$ cat config.mk
export PLATFORM = sky130hd
export DESIGN_NAME = dc_motor_encoder_pi_position_ctrl_flat
export DESIGN_NICKNAME = d
export VERILOG_FILES = /design/src/design/dmpc_pkg.sv /design/src/design/dmpc_if.sv /design/src/design/dc_motor_encoder_pi_position_ctrl.sv /design/src/design/dmpc_mul.sv /design/src/design/dmpc_div.sv /design/src/flat_wrapper.sv
export SDC_FILE = /design/constraint.sdc
export NUM_CORES = 2
export LEC_CHECK = 0
export BUFFER_PORTS_ARGS = -buffer_cell sky130_fd_sc_hd__buf_2
export CAP_MARGIN = 20
export CORE_AREA = 2 2 440 442
export CTS_BUF_LIST = sky130_fd_sc_hd__clkbuf_8
export DETAILED_ROUTE_END_ITERATION = 10
export DIE_AREA = 0 0 442 444
export HOLD_SLACK_MARGIN = 0.08
export SETUP_SLACK_MARGIN = 0.3
export SLEW_MARGIN = 30
export SYNTH_ARGS = -nofsm -noshare
export SYNTH_HDL_FRONTEND = slang
export SYNTH_SLANG_ARGS = --single-unit
$ cat constraint.sdc
create_clock -name clk -period 9.4 [get_ports clk]
set_input_delay 0.47 -clock clk [delete_from_list [all_inputs] [get_ports clk]]
set_output_delay 0.47 -clock clk [all_outputs]
set_load 0.05 [all_outputs]
$ cat src/design/dmpc_pkg.sv
// ---------------------------------------------------------------------------
// dmpc_pkg
// Shared types and constants of the DC motor encoder position controller.
// ---------------------------------------------------------------------------
package dmpc_pkg;

  localparam int unsigned DIV_N_W = 64;
  localparam int unsigned DIV_D_W = 48;

  localparam logic [2:0] ACT_PULSE   = 3'd0;
  localparam logic [2:0] ACT_TICK    = 3'd1;
  localparam logic [2:0] ACT_UPDATE  = 3'd2;
  localparam logic [2:0] ACT_VEL_CMD = 3'd3;
  localparam logic [2:0] ACT_POS_CMD = 3'd4;

  localparam logic [1:0] REG_TPT   = 2'd0;
  localparam logic [1:0] REG_FSR   = 2'd1;
  localparam logic [1:0] REG_PGAIN = 2'd2;
  localparam logic [1:0] REG_IGAIN = 2'd3;

  localparam logic [31:0] RPM_SCALE  = 32'd3932160000;
  localparam logic [48:0] SETTLE_LSB = 49'd1310;
  localparam logic [23:0] DUTY_MIN   = 24'd45;
  localparam logic [23:0] DUTY_MAX   = 24'd255;
  localparam logic [23:0] REV_BOOST  = 24'd30;

  typedef enum logic [1:0] {
    MODE_IDLE,
    MODE_VEL,
    MODE_POS
  } mode_t;

  typedef enum logic [3:0] {
    S_IDLE,
    S_U_DEN,
    S_U_NUM,
    S_U_DIVGO,
    S_U_DIV,
    S_U_MODE,
    S_P_DIV,
    S_P_MUL,
    S_P_DRV,
    S_V_ERR,
    S_V_MUL,
    S_V_ACC,
    S_V_DRV,
    S_VC_DIV,
    S_OUT
  } state_t;

  typedef struct packed {
    logic               start;
    logic [DIV_N_W-1:0] dividend;
    logic [DIV_D_W-1:0] divisor;
  } div_req_t;

  typedef struct packed {
    logic busy;
    logic done;
  } div_stat_t;

endpackage

$ cat src/design/dmpc_if.sv
// ---------------------------------------------------------------------------
// dmpc_in_if / dmpc_out_if
// Valid/ready channels carrying the input word and the result word.
// ---------------------------------------------------------------------------
interface dmpc_in_if;
  logic        valid;
  logic        ready;
  logic [2:0]  action;
  logic signed [31:0] target_value;

  modport source (output valid, action, target_value, input ready);
  modport sink (input valid, action, target_value, output ready);
endinterface

interface dmpc_out_if;
  logic        valid;
  logic        ready;
  logic [7:0]  duty;
  logic        forward;
  logic signed [31:0] measured_rpm;
  logic        move_busy;
  logic        duty_accepted;

  modport source (output valid, duty, forward, measured_rpm, move_busy, duty_accepted,
                  input ready);
  modport sink (input valid, duty, forward, measured_rpm, move_busy, duty_accepted,
                output ready);
endinterface

$ cat src/design/dc_motor_encoder_pi_position_ctrl.sv
// ---------------------------------------------------------------------------
// dc_motor_encoder_pi_position_ctrl
// Encoder counting, speed measurement and PI speed / P position control.
// ---------------------------------------------------------------------------
// The input channel in_word takes one action per word: encoder pulse, ms tick,
// control update, velocity command or position command. Every accepted word
// produces exactly one word on out_word with the current duty, direction,
// measured speed, busy and accepted flags. Registers are written through
// cfg_we, cfg_index and cfg_data; the user must write them only while the
// block is idle, as the block itself does not enforce this. Pulses, ticks,
// position commands and unused actions pass straight to the output
// register. A velocity command is dominated by one pass of the 64-step
// shared divider. A control update runs the speed pass of the divider,
// then in position mode a second pass for the position; an update with
// no elapsed time skips the speed pass.
// One word is in flight at a time; in_word.ready is low while it is worked.
// A finished word waits in the output register while out_word.ready is low,
// and no new word is taken until it leaves.
// Synchronous reset restores the register defaults, forward direction,
// duty zero and an empty output register.
// ---------------------------------------------------------------------------
module dc_motor_encoder_pi_position_ctrl (
  input  logic              clk,
  input  logic              rst_n,
  input  logic              cfg_we,
  input  logic [1:0]        cfg_index,
  input  logic [15:0]       cfg_data,
  dmpc_in_if.sink           in_word,
  dmpc_out_if.source        out_word
);

  dmpc_pkg::state_t    state_r, state_nxt;
  dmpc_pkg::mode_t     mode_r;
  dmpc_pkg::div_req_t  div_req;
  dmpc_pkg::div_stat_t div_stat;
  logic [63:0]         div_q;
  logic [31:0]         mul_a, mul_b;
  logic [63:0]         prod;

  logic [15:0] tpt_r, fsr_r, pgain_r, igain_r;
  logic [31:0] tick_r, prev_r, ms_r;
  logic [31:0] speed_tgt_r, turn_tgt_r, acc_r, rpm_r;
  logic [7:0]  duty_r;
  logic        dir_r, busy_r, accf_r, rev_r;
  logic [31:0] dmag_r;
  logic        dneg_r;
  logic [47:0] den_r;
  logic [48:0] emag_r;
  logic        eneg_r;
  logic [32:0] e_r;

  logic        out_valid_r, out_dir_r, out_busy_r, out_accf_r;
  logic [7:0]  out_duty_r;
  logic [31:0] out_rpm_r;

  logic        in_fire, out_free;
  logic [15:0] tpt_eff, fsr_eff;
  logic [31:0] d_diff, t_mag, tick_mag;
  logic [49:0] pos_s, err_s;
  logic [32:0] e_v;
  logic [31:0] c_mag;
  logic [33:0] c_s, acc_sum;
  logic [34:0] v_s, v_mag;
  logic [18:0] v_q;
  logic [23:0] p24, pvc;
  logic [7:0]  p_duty;

  dmpc_mul u_mul (.clk(clk), .op_a(mul_a), .op_b(mul_b), .prod(prod));

  dmpc_div u_div (
    .clk(clk), .rst_n(rst_n), .req(div_req), .stat(div_stat), .quotient(div_q)
  );

  assign out_free = !out_valid_r || out_word.ready;
  assign in_fire  = in_word.valid && in_word.ready;
  assign tpt_eff  = (tpt_r == 16'd0) ? 16'd1 : tpt_r;
  assign fsr_eff  = (fsr_r == 16'd0) ? 16'd1 : fsr_r;

  always_comb begin
    d_diff   = tick_r - prev_r;
    t_mag    = in_word.target_value[31] ? (~in_word.target_value + 32'd1)
                                        : in_word.target_value;
    tick_mag = tick_r[31] ? (~tick_r + 32'd1) : tick_r;
    pos_s    = tick_r[31] ? (~{2'b0, div_q[47:0]} + 50'd1) : {2'b0, div_q[47:0]};
    err_s    = {{18{turn_tgt_r[31]}}, turn_tgt_r} - pos_s;
    e_v      = {speed_tgt_r[31], speed_tgt_r} - {rpm_r[31], rpm_r};
    c_mag    = prod[47:16];
    c_s      = (eneg_r ^ !dir_r) ? (~{2'b0, c_mag} + 34'd1) : {2'b0, c_mag};
    acc_sum  = {{2{acc_r[31]}}, acc_r} + c_s;
    v_s      = {e_r[32], e_r, 1'b0} + {{3{acc_r[31]}}, acc_r};
    v_mag    = v_s[34] ? (~v_s + 35'd1) : v_s;
    v_q      = v_mag[34:16];
    p24      = prod[47:24];
    pvc      = div_q[23:0] + (rev_r ? dmpc_pkg::REV_BOOST : 24'd0);
    if (emag_r[48:32] != 17'd0) begin
      p_duty = (pgain_r == 16'd0) ? dmpc_pkg::DUTY_MIN[7:0] : dmpc_pkg::DUTY_MAX[7:0];
    end else if (p24 < dmpc_pkg::DUTY_MIN) begin
      p_duty = dmpc_pkg::DUTY_MIN[7:0];
    end else if (p24 > dmpc_pkg::DUTY_MAX) begin
      p_duty = dmpc_pkg::DUTY_MAX[7:0];
    end else begin
      p_duty = p24[7:0];
    end
  end

  always_comb begin
    state_nxt = state_r;
    unique case (state_r)
      dmpc_pkg::S_IDLE: begin
        if (in_fire) begin
          if (in_word.action == dmpc_pkg::ACT_UPDATE) begin
            state_nxt = dmpc_pkg::S_U_DEN;
          end else if (in_word.action == dmpc_pkg::ACT_VEL_CMD) begin
            state_nxt = dmpc_pkg::S_VC_DIV;
          end else begin
            state_nxt = dmpc_pkg::S_OUT;
          end
        end
      end
      dmpc_pkg::S_U_DEN:   state_nxt = dmpc_pkg::S_U_NUM;
      dmpc_pkg::S_U_NUM:   state_nxt = dmpc_pkg::S_U_DIVGO;
      dmpc_pkg::S_U_DIVGO: begin
        state_nxt = (den_r == 48'd0) ? dmpc_pkg::S_U_MODE : dmpc_pkg::S_U_DIV;
      end
      dmpc_pkg::S_U_DIV: if (div_stat.done) state_nxt = dmpc_pkg::S_U_MODE;
      dmpc_pkg::S_U_MODE: begin
        unique case (mode_r)
          dmpc_pkg::MODE_POS: state_nxt = dmpc_pkg::S_P_DIV;
          dmpc_pkg::MODE_VEL: state_nxt = dmpc_pkg::S_V_ERR;
          default:            state_nxt = dmpc_pkg::S_OUT;
        endcase
      end
      dmpc_pkg::S_P_DIV:  if (div_stat.done) state_nxt = dmpc_pkg::S_P_MUL;
      dmpc_pkg::S_P_MUL:  state_nxt = dmpc_pkg::S_P_DRV;
      dmpc_pkg::S_P_DRV:  state_nxt = dmpc_pkg::S_OUT;
      dmpc_pkg::S_V_ERR:  state_nxt = dmpc_pkg::S_V_MUL;
      dmpc_pkg::S_V_MUL:  state_nxt = dmpc_pkg::S_V_ACC;
      dmpc_pkg::S_V_ACC:  state_nxt = dmpc_pkg::S_V_DRV;
      dmpc_pkg::S_V_DRV:  state_nxt = dmpc_pkg::S_OUT;
      dmpc_pkg::S_VC_DIV: if (div_stat.done) state_nxt = dmpc_pkg::S_OUT;
      dmpc_pkg::S_OUT:    if (out_free) state_nxt = dmpc_pkg::S_IDLE;
      default:            state_nxt = dmpc_pkg::S_IDLE;
    endcase
  end

  always_comb begin
    in_word.ready    = 1'b0;
    mul_a            = 32'd0;
    mul_b            = 32'd0;
    div_req.start    = 1'b0;
    div_req.dividend = '0;
    div_req.divisor  = '0;
    unique case (state_r)
      dmpc_pkg::S_IDLE: begin
        in_word.ready    = out_free;
        div_req.start    = in_fire && (in_word.action == dmpc_pkg::ACT_VEL_CMD);
        div_req.dividend = {40'd0, 24'(t_mag[31:16]) * 24'd255};
        div_req.divisor  = {32'd0, fsr_eff};
      end
      dmpc_pkg::S_U_DEN: begin
        mul_a = ms_r;
        mul_b = {16'd0, tpt_eff};
      end
      dmpc_pkg::S_U_NUM: begin
        mul_a = dmag_r;
        mul_b = dmpc_pkg::RPM_SCALE;
      end
      dmpc_pkg::S_U_DIVGO: begin
        div_req.start    = (den_r != 48'd0);
        div_req.dividend = prod;
        div_req.divisor  = den_r;
      end
      dmpc_pkg::S_U_MODE: begin
        div_req.start    = (mode_r == dmpc_pkg::MODE_POS);
        div_req.dividend = {16'd0, tick_mag, 16'd0};
        div_req.divisor  = {32'd0, tpt_eff};
      end
      dmpc_pkg::S_P_MUL: begin
        mul_a = emag_r[31:0];
        mul_b = {16'd0, pgain_r};
      end
      dmpc_pkg::S_V_MUL: begin
        mul_a = emag_r[31:0];
        mul_b = {16'd0, igain_r};
      end
      default: begin
      end
    endcase
  end

  always_ff @(posedge clk) begin
    if (!rst_n) begin
      state_r <= dmpc_pkg::S_IDLE;
    end else begin
      state_r <= state_nxt;
    end
  end

  always_ff @(posedge clk) begin
    if (!rst_n) begin
      tpt_r   <= 16'd360;
      fsr_r   <= 16'd200;
      pgain_r <= 16'd256;
      igain_r <= 16'd655;
    end else if (cfg_we) begin
      unique case (cfg_index)
        dmpc_pkg::REG_TPT:   tpt_r   <= cfg_data;
        dmpc_pkg::REG_FSR:   fsr_r   <= cfg_data;
        dmpc_pkg::REG_PGAIN: pgain_r <= cfg_data;
        dmpc_pkg::REG_IGAIN: igain_r <= cfg_data;
        default: begin
        end
      endcase
    end
  end

  always_ff @(posedge clk) begin
    if (!rst_n) begin
      tick_r      <= '0;
      prev_r      <= '0;
      ms_r        <= '0;
      speed_tgt_r <= '0;
      turn_tgt_r  <= '0;
      acc_r       <= '0;
      rpm_r       <= '0;
      duty_r      <= '0;
      dir_r       <= 1'b1;
      mode_r      <= dmpc_pkg::MODE_IDLE;
      busy_r      <= 1'b0;
      accf_r      <= 1'b1;
    end else begin
      unique case (state_r)
        dmpc_pkg::S_IDLE: begin
          if (in_fire) begin
            priority case (in_word.action)
              dmpc_pkg::ACT_PULSE: tick_r <= dir_r ? tick_r + 32'd1 : tick_r - 32'd1;
              dmpc_pkg::ACT_TICK:  ms_r <= ms_r + 32'd1;
              dmpc_pkg::ACT_UPDATE: begin
                dneg_r <= d_diff[31];
                dmag_r <= d_diff[31] ? (~d_diff + 32'd1) : d_diff;
              end
              dmpc_pkg::ACT_VEL_CMD: begin
                rev_r <= (!in_word.target_value[31] && !dir_r) ||
                         ((in_word.target_value[31] || (in_word.target_value == 32'sd0))
                          && dir_r);
                dir_r       <= !in_word.target_value[31];
                mode_r      <= dmpc_pkg::MODE_VEL;
                speed_tgt_r <= in_word.target_value;
              end
              dmpc_pkg::ACT_POS_CMD: begin
                mode_r     <= dmpc_pkg::MODE_POS;
                tick_r     <= '0;
                turn_tgt_r <= in_word.target_value;
                busy_r     <= 1'b1;
              end
              default: begin
              end
            endcase
          end
        end
        dmpc_pkg::S_U_NUM: den_r <= prod[47:0];
        dmpc_pkg::S_U_DIVGO: begin
          prev_r <= tick_r;
          ms_r   <= '0;
          if (den_r == 48'd0) rpm_r <= '0;
        end
        dmpc_pkg::S_U_DIV: begin
          if (div_stat.done) begin
            if (!dneg_r) begin
              rpm_r <= (div_q > 64'h7FFF_FFFF) ? 32'h7FFF_FFFF : div_q[31:0];
            end else begin
              rpm_r <= (div_q >= 64'h8000_0000) ? 32'h8000_0000 : (~div_q[31:0] + 32'd1);
            end
          end
        end
        dmpc_pkg::S_P_DIV: begin
          if (div_stat.done) begin
            eneg_r <= err_s[49];
            emag_r <= err_s[49] ? ((~err_s[48:0]) + 49'd1) : err_s[48:0];
          end
        end
        dmpc_pkg::S_P_DRV: begin
          dir_r  <= !eneg_r;
          duty_r <= p_duty;
          accf_r <= 1'b1;
          if (emag_r <= dmpc_pkg::SETTLE_LSB) busy_r <= 1'b0;
        end
        dmpc_pkg::S_V_ERR: begin
          e_r    <= e_v;
          eneg_r <= e_v[32];
          emag_r <= {16'd0, e_v[32] ? (~e_v + 33'd1) : e_v};
        end
        dmpc_pkg::S_V_ACC: begin
          if (!acc_sum[33] && (acc_sum[32:31] != 2'b00)) begin
            acc_r <= 32'h7FFF_FFFF;
          end else if (acc_sum[33] && (acc_sum[32:31] != 2'b11)) begin
            acc_r <= 32'h8000_0000;
          end else begin
            acc_r <= acc_sum[31:0];
          end
        end
        dmpc_pkg::S_V_DRV: begin
          if ((v_s[34] && (v_q != 19'd0)) || (v_q > 19'd255)) begin
            accf_r <= 1'b0;
          end else begin
            duty_r <= v_q[7:0];
            accf_r <= 1'b1;
          end
        end
        dmpc_pkg::S_VC_DIV: begin
          if (div_stat.done) begin
            if (pvc > dmpc_pkg::DUTY_MAX) begin
              accf_r <= 1'b0;
            end else begin
              duty_r <= pvc[7:0];
              accf_r <= 1'b1;
            end
          end
        end
        default: begin
        end
      endcase
    end
  end

  always_ff @(posedge clk) begin
    if (!rst_n) begin
      out_valid_r <= 1'b0;
    end else if ((state_r == dmpc_pkg::S_OUT) && out_free) begin
      out_valid_r <= 1'b1;
    end else if (out_word.ready) begin
      out_valid_r <= 1'b0;
    end
  end

  always_ff @(posedge clk) begin
    if ((state_r == dmpc_pkg::S_OUT) && out_free) begin
      out_duty_r <= duty_r;
      out_dir_r  <= dir_r;
      out_rpm_r  <= rpm_r;
      out_busy_r <= busy_r;
      out_accf_r <= accf_r;
    end
  end

  assign out_word.valid         = out_valid_r;
  assign out_word.duty          = out_duty_r;
  assign out_word.forward       = out_dir_r;
  assign out_word.measured_rpm  = out_rpm_r;
  assign out_word.move_busy     = out_busy_r;
  assign out_word.duty_accepted = out_accf_r;

endmodule

$ cat src/design/dmpc_mul.sv
// ---------------------------------------------------------------------------
// dmpc_mul
// Shared 32 x 32 unsigned multiplier with a registered product.
// ---------------------------------------------------------------------------
module dmpc_mul (
  input  logic        clk,
  input  logic [31:0] op_a,
  input  logic [31:0] op_b,
  output logic [63:0] prod
);

  logic [63:0] prod_r;

  always_ff @(posedge clk) begin
    prod_r <= 64'(op_a) * 64'(op_b);
  end

  assign prod = prod_r;

endmodule

$ cat src/design/dmpc_div.sv
// ---------------------------------------------------------------------------
// dmpc_div
// Shared restoring divider, one quotient bit per cycle.
// ---------------------------------------------------------------------------
module dmpc_div (
  input  logic                      clk,
  input  logic                      rst_n,
  input  dmpc_pkg::div_req_t        req,
  output dmpc_pkg::div_stat_t       stat,
  output logic [dmpc_pkg::DIV_N_W-1:0] quotient
);

  logic [dmpc_pkg::DIV_N_W-1:0] dvd_r;
  logic [dmpc_pkg::DIV_D_W-1:0] dsr_r;
  logic [dmpc_pkg::DIV_D_W-1:0] rem_r;
  logic [5:0]                   cnt_r;
  logic                         busy_r;
  logic                         done_r;
  logic [dmpc_pkg::DIV_D_W:0]   rem_sh;
  logic [dmpc_pkg::DIV_D_W:0]   diff;
  logic                         qbit;

  always_comb begin
    rem_sh = {rem_r, dvd_r[dmpc_pkg::DIV_N_W-1]};
    diff   = rem_sh - {1'b0, dsr_r};
    qbit   = (rem_sh >= {1'b0, dsr_r});
  end

  always_ff @(posedge clk) begin
    if (!rst_n) begin
      busy_r <= 1'b0;
      done_r <= 1'b0;
    end else begin
      done_r <= 1'b0;
      if (req.start) begin
        busy_r <= 1'b1;
      end else if (busy_r && (cnt_r == 6'd63)) begin
        busy_r <= 1'b0;
        done_r <= 1'b1;
      end
    end
  end

  always_ff @(posedge clk) begin
    if (req.start) begin
      dvd_r <= req.dividend;
      dsr_r <= req.divisor;
      rem_r <= '0;
      cnt_r <= '0;
    end else if (busy_r) begin
      rem_r <= qbit ? diff[dmpc_pkg::DIV_D_W-1:0] : rem_sh[dmpc_pkg::DIV_D_W-1:0];
      dvd_r <= {dvd_r[dmpc_pkg::DIV_N_W-2:0], qbit};
      cnt_r <= cnt_r + 6'd1;
    end
  end

  assign stat.busy = busy_r;
  assign stat.done = done_r;
  assign quotient  = dvd_r;

endmodule

$ cat src/flat_wrapper.sv
// flat-port wrapper written by rule: the top's interface ports become plain ports
module dc_motor_encoder_pi_position_ctrl_flat 
  (clk, rst_n, cfg_we, cfg_index, cfg_data, in_word_valid, in_word_action, in_word_target_value, in_word_ready, out_word_valid, out_word_duty, out_word_forward, out_word_measured_rpm, out_word_move_busy, out_word_duty_accepted, out_word_ready);
  dmpc_in_if in_word_i ();
  dmpc_out_if out_word_i ();
  input  logic clk;
  input  logic rst_n;
  input  logic cfg_we;
  input  logic [1:0] cfg_index;
  input  logic [15:0] cfg_data;
  input wire logic [$bits(in_word_i.valid)-1:0] in_word_valid;
  input wire logic [$bits(in_word_i.action)-1:0] in_word_action;
  input wire logic [$bits(in_word_i.target_value)-1:0] in_word_target_value;
  output wire logic [$bits(in_word_i.ready)-1:0] in_word_ready;
  output wire logic [$bits(out_word_i.valid)-1:0] out_word_valid;
  output wire logic [$bits(out_word_i.duty)-1:0] out_word_duty;
  output wire logic [$bits(out_word_i.forward)-1:0] out_word_forward;
  output wire logic [$bits(out_word_i.measured_rpm)-1:0] out_word_measured_rpm;
  output wire logic [$bits(out_word_i.move_busy)-1:0] out_word_move_busy;
  output wire logic [$bits(out_word_i.duty_accepted)-1:0] out_word_duty_accepted;
  input wire logic [$bits(out_word_i.ready)-1:0] out_word_ready;
  assign in_word_i.valid = in_word_valid;
  assign in_word_i.action = in_word_action;
  assign in_word_i.target_value = in_word_target_value;
  assign in_word_ready = in_word_i.ready;
  assign out_word_valid = out_word_i.valid;
  assign out_word_duty = out_word_i.duty;
  assign out_word_forward = out_word_i.forward;
  assign out_word_measured_rpm = out_word_i.measured_rpm;
  assign out_word_move_busy = out_word_i.move_busy;
  assign out_word_duty_accepted = out_word_i.duty_accepted;
  assign out_word_i.ready = out_word_ready;
  dc_motor_encoder_pi_position_ctrl u_core (.clk(clk), .rst_n(rst_n), .cfg_we(cfg_we), .cfg_index(cfg_index), .cfg_data(cfg_data), .in_word(in_word_i), .out_word(out_word_i));
endmodule
==> summary.txt <==
Outcome
  • Outcome: finished, final reports clean

Clock tree
  • Clock Tree Buf Depth: 3
  • Clock Tree Root: clkbuf_8
  • Clock-pin slew of the registers on the worst-case setup and hold paths: around 0.06 ns
  • Clock sink count: 746
  • Inserted Clock Buffers: 138
  • Clock insertion delay at the later pin of the skew report: 0.88 ns
  • TritonCTS clock tree: done
  • Htree depth: 4

Place
  • Number of I/O port buffers: between 100 and 150
  • Pre-CTS setup slack: -0.384 ns
  • Gpl congestion: 0.984
  • DP Cell Count: 11600
  • DP Wirelength: 219 mm

Power
  • Worst VDD drop: around 0.3 mV
  • Total Power: 20200 uW
  • Switching Fraction: 0.471
  • Combinational fraction of design power: 0.615
  • Cell internal pwr: 10700 uW
  • Pwr per Cell Area: 228 mW/mm2
  • Net Switching: ~9500 uW
  • Seq pwr share: 0.220
  • Leakage power: around 0.040 uW
  • Clock share of power: 0.165

Synth
  • Post-synth ARST share: 0
  • Synth top area share: 0.176
  • Warning count from the yosys run: 0
  • Yosys cell types: 100
  • Netlist Area Pre-Place: ~0.076 mm2
  • Mapped Nets: slightly above 10000
  • Synth Flop Type: dfxtp_1
  • Most numerous cell in the Yosys netlist: inv_1
  • Largest cells by area after synthesis: fa_1, edfxtp_1, ha_1
  • Yosys top cell by area: fa_1
  • Synthesized flop and latch total: about 750
  • Gate Count Post-Synth: between 8000 and 9000
  • Commonest cells in the netlist: inv_1, nor2_1, nand2_1
  • Mean Syn Cell Area: 8.61 um2
  • Sequential-to-total area share from yosys stat: 0.238
  • Post-synth EDFFs: 320

Die
  • Die area: just under 0.2 mm2
  • Die extent in y: 444 um
  • Row cnt: about 160
  • Num ports: 103
  • Core ar.: between 0.15 and 0.2 mm2
  • Starting density of the core: 0.398
  • Die X: approximately 440 um

Critical path
  • Critical Path Fanout Max: 8
  • Crit path launch type: flip-flop
  • Crit-path most repeated cell: fa_1
  • CP max stage delay: approximately 0.60 ns
  • Crit path DAT: a little under 10 ns
  • Setup crit end kind: flip-flop
  • Crit Path Class: reg2reg
  • CP bufs+invs: 13
  • Slowest CP cell: fa_1
  • Required @ worst endpoint: approximately 10 ns
  • Worst path top cell family by delay: adder cells
  • Internal reg-to-reg setup slack: 0.32 ns

Global route
  • GRT Residual Overflow: 0
  • Vias in the first global route: 65500
  • Largest net degree at the start of global routing: just under 100
  • First-pass GRT wire length: a little over 400 mm
  • Gr usage total: 0.273
  • Antenna violations before repair: 15

Routing
  • Post-route ant nets: 0
  • Routed len/inst: about 23 um
  • Via count: between 60000 and 70000
  • DRC viols: 0
  • Via/cell ratio: 5.63
  • Drt pass-1 iters: 7
  • Total Wirelength: between 200 and 300 mm
  • Drt first-iter violations: 6102

Timing
  • Max Fclk: around 110 MHz
  • Fin. Hold Viols: 0
  • Clk_skew: 0.0580 ns
  • Period utilisation layout: 0.966
  • Setup TNS: 0 ns
  • Setup WS post-layout: roughly 0.32 ns
  • Slew @ Worst Pin: a little over 1 ns
  • Endpoints failing setup: 0
  • Hold_ws: 0.184 ns
  • Minimum clock period: around 9 ns
  • Max Transition Viols Final: 0
  • RSZ-0062 raised after global routing: true
  • Slew margin rel.: 0.303

Final layout
  • Share of cells above drive strength 1: 0.133
  • Fin nets: between 10000 and 15000
  • Non-filler cells, final: approximately 12000
  • Synth-to-Final Area Change: 16.1%

Job
  • Max-cap violations: 0

Min path
  • Worst Hold Class: in2reg
[final timing paths]
path              cells after the start                        end                     start
setup / recovery                     39      u_core.u_mul.prod[62]         u_core.state_r[1]
hold / removal                        3     u_core.speed_tgt_r[31]  in_word_target_value[31]
setup reg to reg                     39      u_core.u_mul.prod[62]         u_core.state_r[1]
hold reg to reg                       0  u_core.out_word.move_busy             u_core.busy_r
[through the flow]
stage / area [um2] / util
2_1_floorplan: 76500 / -
3_3_place_gp: 82700 / 0.432
3_5_place_dp: 82700 / 0.432
4_1_cts: 86900 / 0.454
5_1_grt: 88600 / 0.462
6_report: 88600 / 0.462
[cell type report]
| cell class | count | area (um2) |
|---|---|---|
| sequential | 746 | 18200 |
| inverter | 1004 | 3780 |
| tap | 2526 | 3160 |
| fill | 18400 | 103000 |
| clock inverter | 105 | 752 |
| antenna | 10 | 25.0 |
| timing repair buffer | 716 | 6170 |
| clock buffer | 153 | 2110 |
| multi-input combinational | 6708 | 54400 |
[power groups by stage]
stage | clock network [uW] | registers [uW] | logic, uW
3_5_place_dp | 0 | 4480 | 11700
4_1_cts | 3380 | 4420 | 12000
2_1_floorplan | 0 | 4190 | 7850
6_report | 3330 | 4440 | 12400
5_1_grt | 3520 | 4450 | 13600
3_3_place_gp | 0 | 4480 | 11500
[layer usage]
metal	share of wire	global-route usage
met1	0.43	0.369
met2	0.45	0.436
met3	0.076	0.0442
met4	0.047	0.113
met5	0.000048	0
[logic make-up after synthesis]
group | after synthesis | synth area share
compound gates | 1880 | 0.159
xor+xnor | 561 | 0.0648
fa+ha+maj | 1380 | 0.292
buf+inv | 1405 | 0.0698
flops | 746 | 0.238
mux | 43 | 0.00576
simple gates | 2844 | 0.171
[what timing repair did]
action,4_1_cts,5_1_grt
endpoints found under the setup margin,20,38
hold endpoints to repair,127,0
resized for setup,96,258
cloned,1,2
hold buffers,50,0
setup buffers,34,55
pin swaps,63,188
[flip-flops by register name, indices dropped and copies added (netlist names), 33 cells and up]
register,cells
u_core.u_div.quotient,64
u_core.u_mul.prod,64
u_core.emag_r,49
u_core.den_r,48
u_core.u_div.dsr_r,48
u_core.u_div.rem_r,48
u_core.e_r,33
[cell usage in the layout (no fill, tap or decap), types with 68 or more instances in the layout]
| master | synthesis | final |
|---|---|---|
| fa_1 | 669 | 639 |
| inv_1 | 1001 | 1010 |
| and2_1 | 74 | 69 |
| nor3_1 | 126 | 118 |
| edfxtp_1 | 320 | 320 |
| o211ai_1 | 84 | 84 |
| xor2_1 | 232 | 232 |
| o21ai_0 | 323 | 312 |
| a21o_1 | 168 | 167 |
| nor2_1 | 946 | 909 |
| buf_4 | 0 | 452 |
| xnor2_1 | 326 | 318 |
| clkbuf_8 | 0 | 153 |
| and3_1 | 81 | 68 |
| buf_2 | 3 | 103 |
| a21oi_1 | 647 | 627 |
| nand2b_1 | 100 | 97 |
| ha_1 | 711 | 678 |
| nand2_1 | 908 | 900 |
| nand3_1 | 162 | 162 |
| nor4_1 | 71 | 69 |
| dfxtp_1 | 426 | 420 |
[tightest hold or removal path: cells and delay by family]
kind,cells,cell delay (ns)
AND/OR/NAND/NOR,1,0.14
AO/OA/AOI/OAI,1,0.06
buffers and inverters,1,0.31
(Power assumes the default switching activity.)
